<file path="src/rtl/core/sssp_pkg.sv">
// Shared types and constants for the shortest path engine.
// No dependencies.
`default_nettype none
package sssp_pkg;
   localparam int NODES_DEF = 64;
   localparam int EDGES_DEF = 256;
   localparam logic [19:0] UNREACHED = 20'd1000001;
   localparam logic [6:0] NODE_COUNT_RESET = 7'd64;

   typedef enum logic [1:0] {
      ACT_CLEAR = 2'd0,
      ACT_ADD   = 2'd1,
      ACT_RUN   = 2'd2,
      ACT_NONE  = 2'd3
   } action_type;

   typedef enum logic [3:0] {
      ST_IDLE, ST_INIT, ST_SCAN, ST_SCAN_WAIT, ST_SCAN_END, ST_SWEEP, ST_SWEEP_END,
      ST_EMIT_RD, ST_EMIT_WAIT, ST_EMIT
   } state_type;

   // controller -> datapath
   typedef struct packed {
      logic do_clear;
      logic do_add;
      logic start;     // latch source, reset counter
      logic init_step; // write one node's init entry
      logic scan_step;
      logic scan_end;  // settle chosen node
      logic sweep_step;
      logic emit_load;
      logic emit_next;
   } cmd_type;

   // datapath -> controller
   typedef struct packed {
      logic idx_last;   // node counter at n-1
      logic edge_last;  // edge counter at last loaded edge
      logic no_edges;
      logic best_none;  // nothing left to settle
      logic src_bad;
      logic pipe_busy;  // sweep pipeline still holds writes
   } stat_type;
endpackage
`default_nettype wire

</file>
<file path="src/rtl/core/sssp_ctrl.sv">
// Sequencer for load, run and emit phases.
// Uses sssp_pkg.
`default_nettype none
module sssp_ctrl
   import sssp_pkg::*;
(
   input  wire logic       clock,
   input  wire logic       reset,
   input  wire logic       req_valid,
   output logic            req_ready,
   input  wire logic [1:0] req_action,
   output logic            rsp_valid,
   input  wire logic       rsp_ready,
   input  wire stat_type   stat,
   output cmd_type         cmd
);
   state_type state_ff, state_in;
   logic acc;
   assign acc = req_valid && req_ready;

   always_comb begin
      state_in = state_ff;
      unique case (state_ff)
         ST_IDLE:
            if (acc && req_action == ACT_RUN) state_in = ST_INIT;
         ST_INIT:
            if (stat.idx_last) state_in = stat.src_bad ? ST_EMIT_RD : ST_SCAN;
         ST_SCAN:
            if (stat.idx_last) state_in = ST_SCAN_WAIT;
         // last node word comes out of the RAM here
         ST_SCAN_WAIT: state_in = ST_SCAN_END;
         ST_SCAN_END:
            if (stat.best_none) state_in = ST_EMIT_RD;
            else if (stat.no_edges) state_in = ST_SWEEP_END;
            else state_in = ST_SWEEP;
         ST_SWEEP:
            if (stat.edge_last) state_in = ST_SWEEP_END;
         ST_SWEEP_END:
            if (!stat.pipe_busy) state_in = ST_SCAN;
         ST_EMIT_RD: state_in = ST_EMIT_WAIT;
         ST_EMIT_WAIT: state_in = ST_EMIT;
         ST_EMIT:
            if (rsp_ready) state_in = stat.idx_last ? ST_IDLE : ST_EMIT_RD;
         default: state_in = ST_IDLE;
      endcase
   end

   always_comb begin
      cmd = '0;
      req_ready = 1'b0;
      rsp_valid = 1'b0;
      unique case (state_ff)
         ST_IDLE: begin
            req_ready = 1'b1;
            cmd.do_clear = acc && req_action == ACT_CLEAR;
            cmd.do_add = acc && req_action == ACT_ADD;
            cmd.start = acc && req_action == ACT_RUN;
         end
         ST_INIT: cmd.init_step = 1'b1;
         ST_SCAN: cmd.scan_step = 1'b1;
         ST_SCAN_WAIT: ;
         ST_SCAN_END: cmd.scan_end = 1'b1;
         ST_SWEEP: cmd.sweep_step = 1'b1;
         ST_SWEEP_END: ;
         ST_EMIT_RD: ;
         ST_EMIT_WAIT: cmd.emit_load = 1'b1;
         ST_EMIT: begin
            rsp_valid = 1'b1;
            cmd.emit_next = rsp_ready;
         end
         default: ;
      endcase
   end

   always_ff @(posedge clock) begin
      if (reset) state_ff <= ST_IDLE;
      else state_ff <= state_in;
   end
endmodule
`default_nettype wire

</file>
<file path="config.mk">
export PLATFORM = sky130hd
export DESIGN_NAME = sssp_ctrl
export DESIGN_NICKNAME = d
export VERILOG_FILES = /design/src/rtl/core/sssp_pkg.sv /design/src/rtl/core/sssp_ctrl.sv
export SDC_FILE = /design/constraint.sdc
export NUM_CORES = 1
export LEC_CHECK = 0
export ABC_AREA = 0
export BUFFER_PORTS_ARGS = -buffer_cell sky130_fd_sc_hd__buf_4
export CORE_AREA = 2 2 39 41
export CTS_CLUSTER_SIZE = 14
export DETAILED_ROUTE_END_ITERATION = 16
export DIE_AREA = 0 0 41 43
export SETUP_SLACK_MARGIN = 0.5
export SYNTH_ARGS = -nofsm -noshare
export SYNTH_HDL_FRONTEND = slang
export SYNTH_SLANG_ARGS = --single-unit
</file>
<file path="constraint.sdc">
create_clock -name clock -period 1.3 [get_ports clock]
set_input_delay 0.065 -clock clock [delete_from_list [all_inputs] [get_ports clock]]
set_output_delay 0.065 -clock clock [all_outputs]
set_load 0.01 [all_outputs]
</file>
==> results.yml <==
outcome:
  status: "finished, violations left"
  violations: "negative setup slack"
logic_synthesis:
  ys.warnings.count: 0
  yosys.area_share.simple_pct: 41.25
  synth.cell_area_sq_um: 421.7
  synthCells: 62
  ys_ff_latch: 4
  syn_area_per_cell_sq_um: 6.801
  synth_compound_area_share_pct: 29.67
  ys_types: 28
  synth_top_family_by_area: "simple AND/OR/NAND/NOR gates"
  syn-num-nets: 74
  muxShareOfSynthArea_pct: 2.374
  synthXorXnorAreaFrac_pct: 0
  seq_area_frac_synth_pct: 18.99
  synth_adder_area_share_pct: 0
sta:
  clock.fmax_mhz: 725.0
  relSlewSlack_pct: 85.73
  layout_worst_path_cycle_share_pct: 106.1
  rsz0062_at_grt: "true"
  clock_skew_ns: 0.007135
  finalCriticalPeriod_ns: 1.379
  drv_slew: 0
  setup_slack_ns: -0.07938
  final_hold_viol_count: 0
  worst_slew_pin_slew_ns: 0.2082
  finalSetupViolCount: 4
cells_and_area:
  layout-drive-gt1-share_pct: 69.44
  num_antenna_cells: 0
  area_growth_syn_to_layout_pct: 125.8
  largest_reg_flops: 4
  top_register: "state_ff"
  fin_util_pct: 68.81
  fillers: 107
  num-nets-final: 121
  reg.largest.list: "state_ff: 4 flops"
route:
  first_pass_iters: 4
  num_vias: 623
  drt_wl_total_mm: 1.575
  drc_errors: 0
  drt_iter0_markers: 7
  ant_nets: 0
  wl_per_cell_um: 12.70
  vias_per_cell: 5.024
cts:
  clockBufferDepth: 2
  cts_sinks: 4
  cts_tree: "built"
  clock_latency_ns: 0.24
  cts.reportedPaths.clkPinSlew_ns: 0.04
  cts-root-buf: "clkbuf_4"
  htree_num_levels: 1
  cts_made_buffers: 3
floorplanning:
  core_region_area_sq_um: 1384
  die_h_um: 43
  die_area_sq_um: 1763
  io_pins: 23
  die_x_um: 41
  rows: 14
  initial_utilization_pct: 30.47
power_and_ir_drop:
  ir_drop_uv: 898.3
  p_total_w: 0.0009569
  leakagePower_nw: 0.4109
  power_density_nw_per_um2: 1005
grt:
  grt_antenna_before_repair: 0
  overflow: 0
  grt_pass1_vias: 591
  grt_max_degree: 10
  grt_use_total_pct: 19.06
  grt_pass1_wl_mm: 2.346
critical_path:
  slowest_delay_ns: 0.40
  crit_type: "flip-flop to flip-flop"
  worstSetupStartpointType: "flip-flop"
  crit_slowest_cell: "or3b_1"
  end_kind: "flip-flop"
  required_ns: 1.47
  crit_chain: "buf_6, nand2b_1, a21oi_2, a31oi_1, or3b_1, a21oi_2"
  critPathArrivalTime_ns: 1.55
  critical_path_peak_fanout: 4
  cp_common_cell: "a21oi_2"
worst_hold_path:
  hold_path_class: "input port to flip-flop"
placement:
  dp_hpwl_mm: 1.021
  routabilityCongestion: 0.8863
  io_buffers: 22
job:
  cap_violations: 0
-- report_power, final --
group / internal (W) / leakage, nW / total [W] / switching, W
Sequential: 0.000140 / 0.0352 / 0.000165 / 0.0000246
Combinational: 0.000338 / 0.361 / 0.000623 / 0.000284
Clock: 0.000115 / 0.0150 / 0.000170 / 0.0000542
Total: 0.000594 / 0.411 / 0.000957 / 0.000363
-- synth_stat cells, drive strengths merged --
| cell | n | area share, % |
|---|---|---|
| nor2 | 10 | 10 |
| a21oi | 4 | 4.7 |
| a31oi | 3 | 4.5 |
| a21o | 1 | 2.1 |
| nor3 | 4 | 4.7 |
| a22oi | 1 | 1.8 |
| o211ai | 2 | 5.9 |
| o21ai | 6 | 7.1 |
| nor4b | 1 | 2.1 |
| nand3 | 1 | 2.4 |
| o21a | 2 | 3.6 |
| buf | 3 | 5.0 |
| mux2i | 1 | 2.4 |
| or3b | 1 | 2.1 |
| nand2 | 7 | 6.8 |
| inv | 2 | 1.8 |
| and2 | 1 | 1.8 |
| nor2b | 2 | 3.0 |
| nand2b | 3 | 4.5 |
| clkbuf | 1 | 0.89 |
| and3 | 1 | 1.5 |
| and4b | 1 | 2.4 |
| dfxtp | 4 | 19 |
-- path summary, 6_finish.rpt --
kind	slack (ns)	end	cells after the start	start
hold reg to reg	0.69	state_ff[3]$_SDFFE_PP0P_	3	state_ff[3]$_SDFFE_PP0P_
setup / recovery	-0.08	state_ff[2]$_SDFFE_PP0P_	6	state_ff[1]$_SDFFE_PP0P_
setup reg to reg	-0.08	state_ff[2]$_SDFFE_PP0P_	6	state_ff[1]$_SDFFE_PP0P_
hold / removal	0.23	state_ff[3]$_SDFFE_PP0P_	4	rsp_ready
-- routing by layer --
| layer | share of wire (%) | routed length [um] | vias up | track usage, % |
|---|---|---|---|---|
| met5 | 0 | 0 | - | 0 |
| met4 | 0 | 0 | 0 | 8.000 |
| met3 | 3.5 | 55 | 0 | 4.712 |
| met2 | 55 | 860 | 15 | 32.19 |
| met1 | 42 | 659 | 294 | 21.15 |
| li1 | - | - | 314 | - |
-- cells in the final DEF, fill, tap and decap left out, types with 2 or more instances in the layout --
| cell type | instances |
|---|---|
| nor2_1 | 6 |
| dfxtp_4 | 3 |
| nor3_4 | 2 |
| o21ai_1 | 4 |
| nor2_4 | 2 |
| buf_6 | 11 |
| a21oi_2 | 4 |
| o21a_1 | 2 |
| nand2_1 | 5 |
| a31oi_1 | 3 |
| clkbuf_4 | 3 |
| buf_4 | 32 |
| o211ai_2 | 2 |
| nor3_2 | 2 |
| nor2b_1 | 2 |
| nor2_2 | 2 |
| nand2b_1 | 2 |
| o21ai_0 | 2 |
-- worst max-delay path: cells and delay by family, from the launching register on --
kind	cells	cell delay [ns]
AO/OA/AOI/OAI	3	0.30
AND/OR/NAND/NOR	2	0.55
buffers and inverters	1	0.12
flip-flops	1	0.35
-- logic make-up (layout without fill, tap and decap cells) --
family | Yosys count | count (layout)
DFF | 4 | 4
AOI/OAI and AO/OA | 19 | 19
buffers and inverters | 6 | 52
and+or+nand+nor | 32 | 32
muxes | 1 | 1
-- layout make-up --
cell class / instances / area (sq um) / share of cell area [%]
tap: 16 / 20.02 / 2.102
sequential: 4 / 92.59 / 9.724
multi-input combinational: 52 / 394.1 / 41.39
timing repair buffer: 46 / 409.1 / 42.97
clock buffer: 4 / 26.28 / 2.760
inverter: 2 / 10.01 / 1.051
-- repair_timing --
item / in CTS / in global routing
pin swaps: 5 / 4
setup endpoints to repair: 15 / 15
endpoints found under the hold margin: 3 / 0
resized for setup: 23 / 14
setup buffers: 7 / 1
hold buffers: 1 / 0
-- stage by stage --
stage          instance area [sq um]  cells  TNS [ns]  setup WS, ns  hold slack (ns)
6_report                       952.2    124   -0.1820      -0.07938           0.2336
4_1_cts                        899.6    123   -0.2323      -0.06816           0.2086
3_5_place_dp                   730.7    111   -0.1519      -0.09067           0.2512
3_3_place_gp                   730.7    111  -0.09596      -0.06114           0.2506
5_1_grt                        952.2    124   -0.5773       -0.1451           0.2439
2_1_floorplan                  476.7     62         0       0.01554           0.1267
Power figures use the tool's default switching activity.
